==> config.mk <==
export PLATFORM = sky130hd
export DESIGN_NAME = neighbour_address_table
export DESIGN_NICKNAME = d
export VERILOG_FILES = /design/src/rtl/nat_pkg.sv /design/src/rtl/nat_store.sv /design/src/rtl/neighbour_address_table.sv
export SDC_FILE = /design/constraint.sdc
export NUM_CORES = 1
export LEC_CHECK = 0
export ABC_AREA = 0
export BUFFER_PORTS_ARGS = -buffer_cell sky130_fd_sc_hd__buf_2
export CAP_MARGIN = 0
export CORE_ASPECT_RATIO = 1.2
export CORE_UTILIZATION = 52
export DETAILED_ROUTE_END_ITERATION = 10
export PLACE_DENSITY = 0.69
export SLEW_MARGIN = 10
export SYNTH_ARGS = -nofsm -noshare
export SYNTH_HDL_FRONTEND = slang
export SYNTH_HIERARCHICAL = 1
export SYNTH_SLANG_ARGS = --single-unit
==> constraint.sdc <==
create_clock -name aclk -period 29.9 [get_ports aclk]
set_clock_uncertainty 0.15 [all_clocks]
set_input_delay 2.99 -clock aclk [delete_from_list [all_inputs] [get_ports aclk]]
set_output_delay 2.99 -clock aclk [all_outputs]
set_load 0.01 [all_outputs]
==> src/rtl/nat_pkg.sv <==
// Shared types and codes for the neighbour address table.
package nat_pkg;

    localparam logic [1:0] CMD_ADD     = 2'd0;
    localparam logic [1:0] CMD_REMOVE  = 2'd1;
    localparam logic [1:0] CMD_REM_DEV = 2'd2;
    localparam logic [1:0] CMD_LOOKUP  = 2'd3;

    localparam logic [2:0] STAT_OK       = 3'd0;
    localparam logic [2:0] STAT_EXISTS   = 3'd1;
    localparam logic [2:0] STAT_BADLEN   = 3'd2;
    localparam logic [2:0] STAT_FULL     = 3'd3;
    localparam logic [2:0] STAT_NOTFOUND = 3'd4;

    typedef struct packed {
        logic [7:0] dev;
        logic [7:0] endpoint;
        logic       origin;
    } nat_key_t;

endpackage

==> src/rtl/nat_store.sv <==
// Entry storage: valid-bit memory and key/address memory, with a registered read port.
module nat_store #(
    parameter int TABLE_ENTRIES = 16,
    parameter int ADDR_BYTES    = 8,
    parameter int IDX_W         = 4
) (
    input  logic                    aclk,
    input  logic                    rd_en,
    input  logic [IDX_W-1:0]        rd_idx,
    output logic                    rd_valid,
    output nat_pkg::nat_key_t       rd_key,
    output logic [8*ADDR_BYTES-1:0] rd_addr,
    input  logic                    vwr_en,
    input  logic [IDX_W-1:0]        vwr_idx,
    input  logic                    vwr_val,
    input  logic                    dwr_en,
    input  logic [IDX_W-1:0]        dwr_idx,
    input  nat_pkg::nat_key_t       dwr_key,
    input  logic [8*ADDR_BYTES-1:0] dwr_addr
);

    localparam int ADDR_W = 8 * ADDR_BYTES;
    localparam int KEY_W  = $bits(nat_pkg::nat_key_t);
    localparam int DW     = KEY_W + ADDR_W;

    logic          valid_mem [TABLE_ENTRIES];
    logic [DW-1:0] data_mem  [TABLE_ENTRIES];
    logic          valid_rd_reg;
    logic [DW-1:0] data_rd_reg;

    always_ff @(posedge aclk) begin
        if (rd_en) begin
            valid_rd_reg <= valid_mem[rd_idx];
            data_rd_reg  <= data_mem[rd_idx];
        end
        if (vwr_en) begin
            valid_mem[vwr_idx] <= vwr_val;
        end
        if (dwr_en) begin
            data_mem[dwr_idx] <= {dwr_key, dwr_addr};
        end
    end

    assign rd_valid = valid_rd_reg;
    assign rd_key   = nat_pkg::nat_key_t'(data_rd_reg[DW-1:ADDR_W]);
    assign rd_addr  = data_rd_reg[ADDR_W-1:0];

endmodule

==> src/rtl/neighbour_address_table.sv <==
// Neighbour address table top level: command sequencer, scan logic and result register.
// Each command word is answered by one result word. A command scans every table entry
// through the one read port of the entry memory, one entry per cycle, and then writes back
// and loads the result in the finish state, which holds while the previous result is unread.
// After reset the valid-bit memory is cleared one entry per cycle, and s_ready stays low
// until that clearing pass is done. A new command is accepted while the previous result
// still waits on m_ready.
module neighbour_address_table #(
    parameter int TABLE_ENTRIES = 16,
    parameter int ADDR_BYTES    = 8
) (
    input  logic        aclk,
    input  logic        aresetn,
    input  logic        s_valid,
    output logic        s_ready,
    input  logic [1:0]  s_cmd,
    input  logic [7:0]  s_dev_id,
    input  logic [7:0]  s_endpoint,
    input  logic        s_origin_kind,
    input  logic [3:0]  s_addr_len,
    input  logic [63:0] s_hw_addr,
    output logic        m_valid,
    input  logic        m_ready,
    output logic [2:0]  m_status,
    output logic [63:0] m_hw_addr_out
);

    localparam int IDX_W  = (TABLE_ENTRIES > 1) ? $clog2(TABLE_ENTRIES) : 1;
    localparam int CNT_W  = $clog2(TABLE_ENTRIES + 1);
    localparam int ADDR_W = 8 * ADDR_BYTES;

    localparam logic [1:0] S_CLEAR  = 2'd0;
    localparam logic [1:0] S_IDLE   = 2'd1;
    localparam logic [1:0] S_SCAN   = 2'd2;
    localparam logic [1:0] S_FINISH = 2'd3;

    logic [1:0]        state_reg, state_next;
    logic [CNT_W-1:0]  cnt_reg, cnt_next;
    logic              cmp_vld_reg, cmp_vld_next;
    logic [IDX_W-1:0]  cmp_idx_reg, cmp_idx_next;

    logic [1:0]        cmd_reg;
    nat_pkg::nat_key_t key_reg;
    logic              len_bad_reg;
    logic [ADDR_W-1:0] addr_reg;

    logic              found_reg, found_next;
    logic              dropped_reg, dropped_next;
    logic              free_reg, free_next;
    logic [IDX_W-1:0]  free_idx_reg, free_idx_next;
    logic [ADDR_W-1:0] hit_addr_reg, hit_addr_next;

    logic              m_valid_reg, m_valid_next;
    logic [2:0]        status_reg;
    logic [63:0]       hw_out_reg;

    logic              rd_en;
    logic              rd_valid;
    nat_pkg::nat_key_t rd_key;
    logic [ADDR_W-1:0] rd_addr;
    logic              vwr_en, vwr_val;
    logic [IDX_W-1:0]  vwr_idx;
    logic              dwr_en;

    logic              accept, issue, finish_go, add_ok;
    logic              pair_hit, full_hit, dev_hit;
    logic [63:0]       masked_addr;
    logic [2:0]        status_next;

    nat_store #(
        .TABLE_ENTRIES(TABLE_ENTRIES),
        .ADDR_BYTES   (ADDR_BYTES),
        .IDX_W        (IDX_W)
    ) u_store (
        .aclk    (aclk),
        .rd_en   (rd_en),
        .rd_idx  (cnt_reg[IDX_W-1:0]),
        .rd_valid(rd_valid),
        .rd_key  (rd_key),
        .rd_addr (rd_addr),
        .vwr_en  (vwr_en),
        .vwr_idx (vwr_idx),
        .vwr_val (vwr_val),
        .dwr_en  (dwr_en),
        .dwr_idx (free_idx_reg),
        .dwr_key (key_reg),
        .dwr_addr(addr_reg)
    );

    assign accept    = s_valid && s_ready;
    assign issue     = (state_reg == S_SCAN) && (cnt_reg != CNT_W'(TABLE_ENTRIES));
    assign rd_en     = issue;
    assign finish_go = (state_reg == S_FINISH) && (!m_valid_reg || m_ready);

    assign pair_hit = cmp_vld_reg && rd_valid && (rd_key.dev == key_reg.dev)
                      && (rd_key.endpoint == key_reg.endpoint);
    assign full_hit = pair_hit && (rd_key.origin == key_reg.origin);
    assign dev_hit  = cmp_vld_reg && rd_valid && (rd_key.dev == key_reg.dev);

    assign add_ok = (cmd_reg == nat_pkg::CMD_ADD) && !found_reg && !len_bad_reg && free_reg;

    always_comb begin
        for (int b = 0; b < 8; b++) begin
            masked_addr[8*b +: 8] = (4'(b) < s_addr_len) ? s_hw_addr[8*b +: 8] : 8'd0;
        end
    end

    always_comb begin
        vwr_en  = 1'b0;
        vwr_val = 1'b0;
        vwr_idx = cmp_idx_reg;
        dwr_en  = 1'b0;
        if (state_reg == S_CLEAR) begin
            vwr_en  = 1'b1;
            vwr_idx = cnt_reg[IDX_W-1:0];
        end else if (state_reg == S_SCAN) begin
            vwr_en = ((cmd_reg == nat_pkg::CMD_REMOVE) && full_hit)
                     || ((cmd_reg == nat_pkg::CMD_REM_DEV) && dev_hit);
        end else if (finish_go && add_ok) begin
            vwr_en  = 1'b1;
            vwr_val = 1'b1;
            vwr_idx = free_idx_reg;
            dwr_en  = 1'b1;
        end
    end

    always_comb begin
        case (cmd_reg)
            nat_pkg::CMD_ADD: begin
                if (found_reg)        status_next = nat_pkg::STAT_EXISTS;
                else if (len_bad_reg) status_next = nat_pkg::STAT_BADLEN;
                else if (!free_reg)   status_next = nat_pkg::STAT_FULL;
                else                  status_next = nat_pkg::STAT_OK;
            end
            nat_pkg::CMD_REMOVE:
                status_next = dropped_reg ? nat_pkg::STAT_OK : nat_pkg::STAT_NOTFOUND;
            nat_pkg::CMD_REM_DEV:
                status_next = nat_pkg::STAT_OK;
            default:
                status_next = found_reg ? nat_pkg::STAT_OK : nat_pkg::STAT_NOTFOUND;
        endcase
    end

    always_comb begin
        state_next    = state_reg;
        cnt_next      = cnt_reg;
        cmp_vld_next  = 1'b0;
        cmp_idx_next  = cnt_reg[IDX_W-1:0];
        found_next    = found_reg;
        dropped_next  = dropped_reg;
        free_next     = free_reg;
        free_idx_next = free_idx_reg;
        hit_addr_next = hit_addr_reg;
        m_valid_next  = m_valid_reg && !m_ready;
        unique case (state_reg)
            S_CLEAR: begin
                if (cnt_reg == CNT_W'(TABLE_ENTRIES - 1)) begin
                    state_next = S_IDLE;
                    cnt_next   = '0;
                end else begin
                    cnt_next = cnt_reg + 1'b1;
                end
            end
            S_IDLE: begin
                if (accept) begin
                    state_next   = S_SCAN;
                    cnt_next     = '0;
                    found_next   = 1'b0;
                    dropped_next = 1'b0;
                    free_next    = 1'b0;
                end
            end
            S_SCAN: begin
                if (issue) begin
                    cnt_next     = cnt_reg + 1'b1;
                    cmp_vld_next = 1'b1;
                end else begin
                    state_next = S_FINISH;
                end
                if (pair_hit && !found_reg) begin
                    found_next    = 1'b1;
                    hit_addr_next = rd_addr;
                end
                if (full_hit) begin
                    dropped_next = 1'b1;
                end
                if (cmp_vld_reg && !rd_valid && !free_reg) begin
                    free_next     = 1'b1;
                    free_idx_next = cmp_idx_reg;
                end
            end
            S_FINISH: begin
                if (finish_go) begin
                    state_next   = S_IDLE;
                    m_valid_next = 1'b1;
                end
            end
            default: state_next = S_IDLE;
        endcase
    end

    always_ff @(posedge aclk) begin
        if (!aresetn) begin
            state_reg   <= S_CLEAR;
            cnt_reg     <= '0;
            cmp_vld_reg <= 1'b0;
            m_valid_reg <= 1'b0;
        end else begin
            state_reg   <= state_next;
            cnt_reg     <= cnt_next;
            cmp_vld_reg <= cmp_vld_next;
            m_valid_reg <= m_valid_next;
        end
    end

    always_ff @(posedge aclk) begin
        cmp_idx_reg  <= cmp_idx_next;
        found_reg    <= found_next;
        dropped_reg  <= dropped_next;
        free_reg     <= free_next;
        free_idx_reg <= free_idx_next;
        hit_addr_reg <= hit_addr_next;
        if (accept) begin
            cmd_reg      <= s_cmd;
            key_reg.dev      <= s_dev_id;
            key_reg.endpoint <= s_endpoint;
            key_reg.origin   <= s_origin_kind;
            len_bad_reg  <= s_addr_len > 4'(ADDR_BYTES);
            addr_reg     <= masked_addr[ADDR_W-1:0];
        end
        if (finish_go) begin
            status_reg <= status_next;
            hw_out_reg <= ((cmd_reg == nat_pkg::CMD_LOOKUP) && found_reg)
                          ? 64'(hit_addr_reg) : 64'd0;
        end
    end

    assign s_ready       = (state_reg == S_IDLE);
    assign m_valid       = m_valid_reg;
    assign m_status      = status_reg;
    assign m_hw_addr_out = hw_out_reg;

    // reset always starts the valid-bit clearing pass
    a_clear_after_reset: assert property (@(posedge aclk)
        !aresetn |=> !s_ready)
        else $error("command accepted before valid clear pass");

    a_add_into_free: assert property (@(posedge aclk) disable iff (!aresetn)
        (dwr_en |-> (free_reg && !found_reg && vwr_val)))
        else $error("add written without a free slot");

    a_scan_bound: assert property (@(posedge aclk) disable iff (!aresetn)
        (cnt_reg <= CNT_W'(TABLE_ENTRIES)))
        else $error("scan counter past table end");

    a_addr_only_on_ok: assert property (@(posedge aclk) disable iff (!aresetn)
        (m_valid && (m_hw_addr_out != 64'd0)) |-> (m_status == nat_pkg::STAT_OK))
        else $error("address returned with failing status");

endmodule

== Yosys cells after proc, flatten, opt, wreduce, memory -nomap -nowiden ==
Memory sizes are Yosys's and may differ from the RTL's. A register that Yosys moved wholly into a read port is not among the register bits.
Index checks and enable logic that the tools add are counted.
W data, S select, Z words.
Storage, ports and cells
  register bits: 235
  memory bits (writable): 1312
  input bits: 91
  output and inout bits: 69
  memories: 2
Memories
  u_store.data_mem: depth 16, bits a word 81, rd ports 1, clocked after memory_dff 1, wr ports 1, RTL line nat_store.sv:27  | logic [DW-1:0] data_mem [TABLE_ENTRIES];
  u_store.valid_mem: depth 16, bits a word 1, rd ports 1, clocked after memory_dff 1, wr ports 1, RTL line nat_store.sv:26  | logic valid_mem [TABLE_ENTRIES];
Operators by class
  $add $sub $neg: 1
  order comparisons: 9
  equality and inequality tests: 19
  muxes and demuxes: 37
  reductions and logical operators: 38
Operators with widths (count)
  $logic_and A1 B1 Y1: 18
  $eq A8 B8 Y1: 2
  $lt A3 B4 Y1 const A: 4
  $mux W1: 16
  $mux W5: 3
  $pmux W5 S3: 1
  $mux W2: 7
  $mux W4: 3
  $reduce_and A3 Y1: 4
  $pmux W3 S3: 1
  $eq A2 B2 Y1 const B: 4
  $lt A1 B4 Y1 const A: 2
  $lt A2 B4 Y1 const A: 2
  $ne A2 B1 Y1 const B: 4
  $ne A2 B2 Y1 const B: 4
  $pmux W2 S4: 1
  $logic_not A1 Y1: 6
  $mux W3: 2
  $pmux W1 S2: 3
  $reduce_and A2 Y1: 3
  $add A5 B1 Y5 const B: 1
  $eq A5 B4 Y1 const B: 1
  $ne A5 B5 Y1 const B: 1
  $eq A2 B1 Y1 const B: 2
  other kinds (7): 9

== Longest topological paths before layout ==
Gate-level depths: netlist of run 1.
  depth in word-level cells: 10
  mapped depth: 9
  mapped depth without buffers: 9

== By module ==
Netlist of run 1, hierarchy kept.
Modules (own cells, without submodules)
  nat_store: times used 1, cells an instance 2126, area an instance 51614.5 um2
  neighbour_address_table: times used 1, cells an instance 501, area an instance 8650.8 um2

== Worst setup path before layout of run 1 ==
Ideal clock, no wire load.
  path kind: input -> register
  start: input port m_ready
  end: memory u_store/data_mem[0][0] (netlist bit) (enable)
  library setup time: 0.620 ns
  arrival: 13.069 ns
  data required time: 29.130 ns
  setup slack: 16.061 ns
  stages: 6
  buffers on the path: 0
  cells stage by stage: nor2b_1 nor2b_1 nand3_1 nor2_1 or3b_2 nor3_1
Between the ends
  word-level cells in the longest chain between the ends: 8
Ends and longest elaborated chain
  from (decl): RTL line neighbour_address_table.sv:23  | input logic m_ready,
  $logic_or A1 B1 Y1: RTL line neighbour_address_table.sv:93  | assign finish_go = (state_reg == S_FINISH) && (!m_valid_reg || m_ready);
  $logic_and A1 B1 Y1: RTL line neighbour_address_table.sv:93
  net finish_go: RTL line neighbour_address_table.sv:65  | logic accept, issue, finish_go, add_ok;
  $logic_and A1 B1 Y1: RTL line neighbour_address_table.sv:119  | end else if (finish_go && add_ok) begin
  $mux W1: RTL line neighbour_address_table.sv:119
  $mux W1: RTL line neighbour_address_table.sv:116  | end else if (state_reg == S_SCAN) begin
  $mux W1: RTL line neighbour_address_table.sv:113  | if (state_reg == S_CLEAR) begin
  net dwr_en: RTL line neighbour_address_table.sv:63  | logic dwr_en;
  $mux W1: RTL line nat_store.sv:39  | if (dwr_en) begin
  $mux W1 (not written as such): RTL line nat_store.sv:40  | data_mem[dwr_idx] <= {dwr_key, dwr_addr};
  to (decl): RTL line nat_store.sv:27
The timed path passes the listed nets, and every way through them passes these cells.

== Final worst setup path of run 1 ==
  start: input port m_ready
  end: memory u_store/data_mem[14][53] (netlist bit) (enable)
The elaborated chain is that of the path after synthesis.

==> metrics, run 1 <==
Synth Net Count=2,727; Finished Core Util=59.3%; DP HPWL=70,200 um; die footprint=117,000 um2; CP max FO=57; area grow syn2layout=12.8%; measured slew at the worst slew-check pin=1.24 ns; H-tree Lvls=4; RSZ-0062 raised after global routing=false; ys flop type=edfxtp_1; clk buf depth=3; # hold bufs at CTS=0; pins over their slew limit=0; final setup margin=22.96 ns; vias in the first global route=28,600; period utilization=23.2%; Synth area leader=edfxtp_1; Slew HR=17.0%; initial antenna violation count=1; Final ANT Viol Nets=0; CTS Buf Count=155; sequential fraction of the synthesis area=81.0%; design area=68,000 um2; average size of a mapped cell=22.9 um2; CP Data Required Time=30.12 ns; Worst-Skew Late Latency=0.78 ns; PortBufs=159; Post-Synthesis Cell Area=60,300 um2; critical path arrival=7.16 ns; Via density=6.07; CTS sink cnt=1,629; number of synthesized flops with an enable pin=1,616; GR Util All Layers=22.1%; Total Routed Length=127,000 um; first-pass GRT wire length=188,000 um; pin count of the biggest net entering global routing=150; dpl cell area=63,000 um2; post-DR wirelength/cell=28.1 um; Net count, final=2,981; clk slew on worst S/H paths=0.06 ns; RePlAce Congestion=0.771; maximum VDD drop=0.0644 mV; number of flip-flops in the largest register=1,296; final hold viol count=0; drt drc=0; post-cts sizing count=0; Yosys cell types=45; Final setup viols=0; GR Overflow Total=0; I/O Pins=160; worst setup path category=in2reg; die width=313 um; Power Density=80.8 nW/um2; Max-Cap Viols=0; pre-CTS setup slack=22.18 ns; Post-synth ARST share=0%; CP Capture Type=flop; Fillers=7,989; outcome=completed; Synth area leaders=edfxtp_1 (81%), mux4_2 (12%), a22oi_1 (2.0%); FMAX=144 MHz; core area=115,000 um2; Final Power=5.50 mW; Yosys reg bits=1,629; Tmin final=6.94 ns; CTS root buffer=clkbuf_16; Leak=21.2 nW; TNS Setup=0 ns; TritonCTS clock tree=yes; via count=27,500; Synth Warn #=6; layout cells sized above 1=26.4%; Core Rows=136; DR iter-0 viols=3,247; Starting Density=52.5%; die height=375 um; Hold/Removal Path Class=reg2reg; top cell type's share of synthesized area=80.5%; Post-CTS Setup Bufs=0; Synth Instances=2,627; Startpoint Class=input pin; drt pass-1 iters=6
## power by group
| group | internal, mW | switching (mW) |
|---|---|---|
| Combinational | 0.428 | 0.434 |
| Sequential | 2.61 | 0.0928 |
| Clock | 1.11 | 0.828 |
## critical path, stage by stage
cell and delay (ns):
buf_2 0.08, nor2b_1 0.09, nor2b_4 0.11, buf_4 0.44
nand3_1 0.14, nor2_1 0.96, nand3_1 0.53, nor2_4 0.79
buf_4 0.95
## Yosys cell counts (3+ instances only)
master and instances:
o21ai_0 5, nand2_1 91, buf_6 13, nand3b_1 4
dfxtp_1 13, nand2b_1 4, o21a_1 3, inv_1 13
nor2_1 38, nor3_1 13, xnor2_1 7, edfxtp_1 1616
mux4_2 328, mux2i_1 5, and2_1 86, nand3_1 9
a22oi_1 164, nand4_1 3, buf_2 12, xor2_1 10
o21ai_1 3, clkbuf_1 61, buf_1 13, nor2b_1 56
or4_1 3, ha_1 9, nor4_1 3, buf_4 18
a21oi_1 3
## cell type report
class	count	area, um2	share of cell area (%)
diodes	1	2.50	0.00368
clock buffers	196	4130	6.07
clock inverters	84	882	1.30
inverters	13	48.8	0.0718
multi-input cells	868	11000	16.2
flip-flops and latches	1629	48800	71.8
well taps	1518	1900	2.79
repair buffers	214	1230	1.81
## logic make-up (layout without fill, tap and decap cells)
| logic type | count (synthesis) | in the layout | share of synthesized area [%] |
|---|---|---|---|
| xor gates and xnor gates | 17 | 17 | 0.247 |
| and+or+nand+nor | 317 | 317 | 2.75 |
| AOI/OAI and AO/OA | 192 | 192 | 2.41 |
| DFF | 1629 | 1629 | 81.0 |
| other | 0 | 1 | 0 |
| muxes | 333 | 333 | 12.3 |
| buffers and inverters | 130 | 507 | 1.11 |
| adders and majority gates | 9 | 9 | 0.187 |
## stage by stage
stage | std cells | hold slack (ns)
after CTS | 4522 | 0.247
final | 4523 | 0.255
after floorplan | 2627 | 0.239
after global routing | 4522 | 0.265
after global placement | 4242 | 0.252
after detailed placement | 4242 | 0.255
## path summary, 6_finish.rpt
kind                            from                       end  slack [ns]  cells past startpoint
max                          m_ready  u_store/data_mem[14][53]       22.96                      9
min          u_store/data_rd_reg[29]          hit_addr_reg[29]        0.25                      0
min reg2reg  u_store/data_rd_reg[29]          hit_addr_reg[29]        0.25                      0
max reg2reg             state_reg[0]  u_store/data_mem[14][53]       24.50                      8
## layer usage
metal  share of wire (%)  up-vias  global-route usage (%)  wire length, um
met4                 2.4        0                    6.68             3020
li1                    -    11500                       -                -
met3                 8.4      184                    5.24            10700
met2                  49     1154                    35.4            62900
met5                   0        -                       0                0
met1                  40    14600                    30.4            50600
## layout by cell type (no fill, tap or decap), types with 4 or more instances in the layout
cell	n
inv_1	13
nand3_1	9
clkinvlp_4	4
and2_1	84
clkinv_2	22
clkinv_8	4
xnor2_1	7
xor2_1	10
nor2b_1	53
bufinv_16	14
a22oi_1	164
mux2i_1	5
edfxtp_1	1616
o21ai_0	5
nor3_1	8
nand2b_1	4
dfxtp_1	11
nand2_1	91
buf_4	53
nor2_4	14
nor2_1	24
clkbuf_16	159
nand3b_1	4
mux4_2	328
nor3_2	5
clkinv_1	30
inv_16	5
clkbuf_1	36
ha_1	9
buf_2	159
Power figures use the tool's default switching activity.
==> run 2, diff against run 1 <==
--- a/config.mk
+++ b/config.mk
@@ -11,7 +11,7 @@
 export CORE_ASPECT_RATIO = 1.2
 export CORE_UTILIZATION = 52
 export DETAILED_ROUTE_END_ITERATION = 10
-export PLACE_DENSITY = 0.69
+export PLACE_DENSITY = 0.72
 export SLEW_MARGIN = 10
 export SYNTH_ARGS = -nofsm -noshare
 export SYNTH_HDL_FRONTEND = slang
==> constraint.sdc (replaced) <==
create_clock -name aclk -period 6.35 [get_ports aclk]
set_clock_uncertainty 0.15 [all_clocks]
set_input_delay 0.635 -clock aclk [delete_from_list [all_inputs] [get_ports aclk]]
set_output_delay 0.635 -clock aclk [all_outputs]
set_load 0.01 [all_outputs]
==> metrics, run 2 (same netlist as run 1, synthesis figures left out) <==
commonest cells after routing, fill and taps aside=edfxtp_1 (1,616), mux4_2 (328), a22oi_1 (164); CTS Buf Count=149 (-3.9%); FMAX=219 MHz; worst reg2reg startpoint=state_reg[0]; post-DR wirelength/cell=27.9 um (-0.83%); maximum VDD drop=0.330 mV (+410%); CP Data Required Time=6.60 ns (-23.52 ns); R2R Path End=u_store/data_mem[7][71]; CP Cell Sequence=inv_1, ha_1, inv_1, and3_1, nand3_1, nor2_2, nand3b_1, nor2_4, buf_4; Final Power=25.3 mW (+360%); Met1 Wirelength=49,600 um (-2.1%); TNS Setup=0 ns (unchanged); Hold/Removal Path Class=in2reg; layout cells sized above 1=26.1% (-0.29 points); Post-CTS Setup Bufs=0 (unchanged); Via density=6.07 (about the same); DR iter-0 viols=2,906 (-11%); worst setup path category=reg2reg; drt pass-1 iters=7 (+1); core area=115,000 um2 (unchanged); crit-path max cell delay=0.83 ns (-0.13 ns); sw frac=24.3% (-0.35 points); GR Util All Layers=22.2% (+0.073 points); CTS sink cnt=1,629 (unchanged); Leak=21.5 nW (+1.1%); RSZ-0062 raised after global routing=false; internal power=19.2 mW (+360%); vias in the first global route=29,400 (+2.9%); first-pass GRT wire length=190,000 um (+0.92%); critical path arrival=4.81 ns (-2.35 ns); P_sw=6.16 mW (+350%); max layer used=met4; met2 wire length=66,000 um (+4.9%); Worst R2R Setup Slack=1.79 ns (-22.71 ns); TritonCTS clock tree=yes; DR WL met3=9260 um (-13%); Worst Hold Depth=2 (+2); Hold Path Sink=addr_reg[29]; CP max FO=23 (-60%); # hold bufs at CTS=64 (+64); Max-Cap Viols=0 (unchanged); sequential share of power=50.0% (+0.9 points); pin count of the biggest net entering global routing=82 (-45%); H-tree Lvls=4 (unchanged); measured slew at the worst slew-check pin=1.16 ns (-0.0834 ns); final hold viol count=0 (unchanged); clk slew on worst S/H paths=0.07 ns (about the same); die footprint=117,000 um2 (unchanged); GR Overflow Total=0 (unchanged); Startpoint Class=flop; outcome=completed; crit-path most repeated cell=inv_1; Worst-Skew Late Latency=0.78 ns (about the same); Final setup viols=0 (unchanged); Tmin final=4.56 ns; I/O Pins=160 (unchanged); Hold WS=0.0539 ns (-0.201 ns); period utilization=71.8%; die width=313 um (unchanged); area grow syn2layout=13.9%; Slew HR=21.8% (+4.8 points); Starting Density=52.5% (unchanged); PortBufs=159 (unchanged); clock group share of total power=34.3% (-0.9 points); RePlAce Congestion=0.768 (-0.45%); Total Routed Length=128,000 um (+0.47%); number of flip-flops in the largest register=1,296 (unchanged); Net count, final=3,045 (+2.1%); worst hold start=s_hw_addr[29]; Worst Reg-to-Reg Cells=9 (+1); commonest non-fill, non-tap cell in the layout=edfxtp_1; DP HPWL=66,700 um (-5.0%); number of diodes=0 (-1); initial antenna violation count=1 (unchanged); clk buf depth=3 (unchanged); CTS root buffer=clkbuf_16; Power Density=369 nW/um2 (+360%); Comb pwr share=15.7% (about the same); post-cts sizing count=0 (unchanged); CP Capture Type=flop; die height=375 um (unchanged); via count=27,800 (+1.3%); Final ANT Viol Nets=0 (unchanged); drt drc=0 (unchanged); Core Rows=136 (unchanged); pins over their slew limit=0 (unchanged); crit path max-delay cell type=nor2_4
[run 2: changes by cell type in the layout (fill, tap and decap cells not counted), sizes merged]
cell,before,now
clkinvlp,4,6
diode,1,0
clkinv,59,63
inv,20,21
dlygate4sd3,0,64
buf,214,220
clkbuf,196,182
bufinv,14,11
[run 2: layout make-up]
cell class	count	area, um2
clock buffer	182	3930
timing repair buffer	284	2140
clock inverter	88	798
multi-input combinational	868	11000
sequential	1629	48800
inverter	13	48.8
fill	7937	46100
tap	1518	1900
[run 2: power by group through the flow]
stage	clock network (mW)	registers [mW]	logic [mW]
2_1_floorplan	0	12.7	3.31
3_3_place_gp	0	12.9	3.88
3_5_place_dp	0	12.9	3.97
4_1_cts	8.84	12.7	4.03
5_1_grt	9.21	12.7	4.27
6_report	8.70	12.7	3.98
[run 2: layer usage]
| metal | track usage, % | up-vias |
|---|---|---|
| li1 | - | 11600 |
| met1 | 29.7 | 14800 |
| met2 | 37.6 | 1220 |
| met3 | 3.94 | 216 |
| met4 | 6.21 | 0 |
| met5 | 0 | - |
[run 2: metrics by stage]
step	std cells	setup WS (ns)	util, %	cell area [um2]
after CTS	4581	1.28	59.8	68600
final	4582	1.79	59.8	68600
after floorplan	2627	0.481	-	60400
after global placement	4247	1.77	55.1	63200
after detailed placement	4247	1.34	55.1	63200
after global routing	4582	1.57	59.8	68600
[run 2: worst max path at each step]
stage | start | end | slack, ns | cells after the start
floorplan | state_reg[0] | u_store/data_mem[1][0] | 0.48 | 6
global placement | state_reg[0] | u_store/data_mem[12][31] | 1.77 | 9
detailed placement | state_reg[0] | u_store/data_mem[12][35] | 1.34 | 9
CTS | state_reg[0] | u_store/data_mem[12][30] | 1.28 | 9
global route | state_reg[0] | u_store/data_mem[7][58] | 1.57 | 9
finish | state_reg[0] | u_store/data_mem[7][71] | 1.79 | 9
[run 2: worst max-delay path, delay by kind of cell, from the launching register on]
kind,cells,cell delay [ns]
simple gates,5,2.32
fa+ha+maj,1,0.35
flops,1,0.41
buf+inv,3,0.91
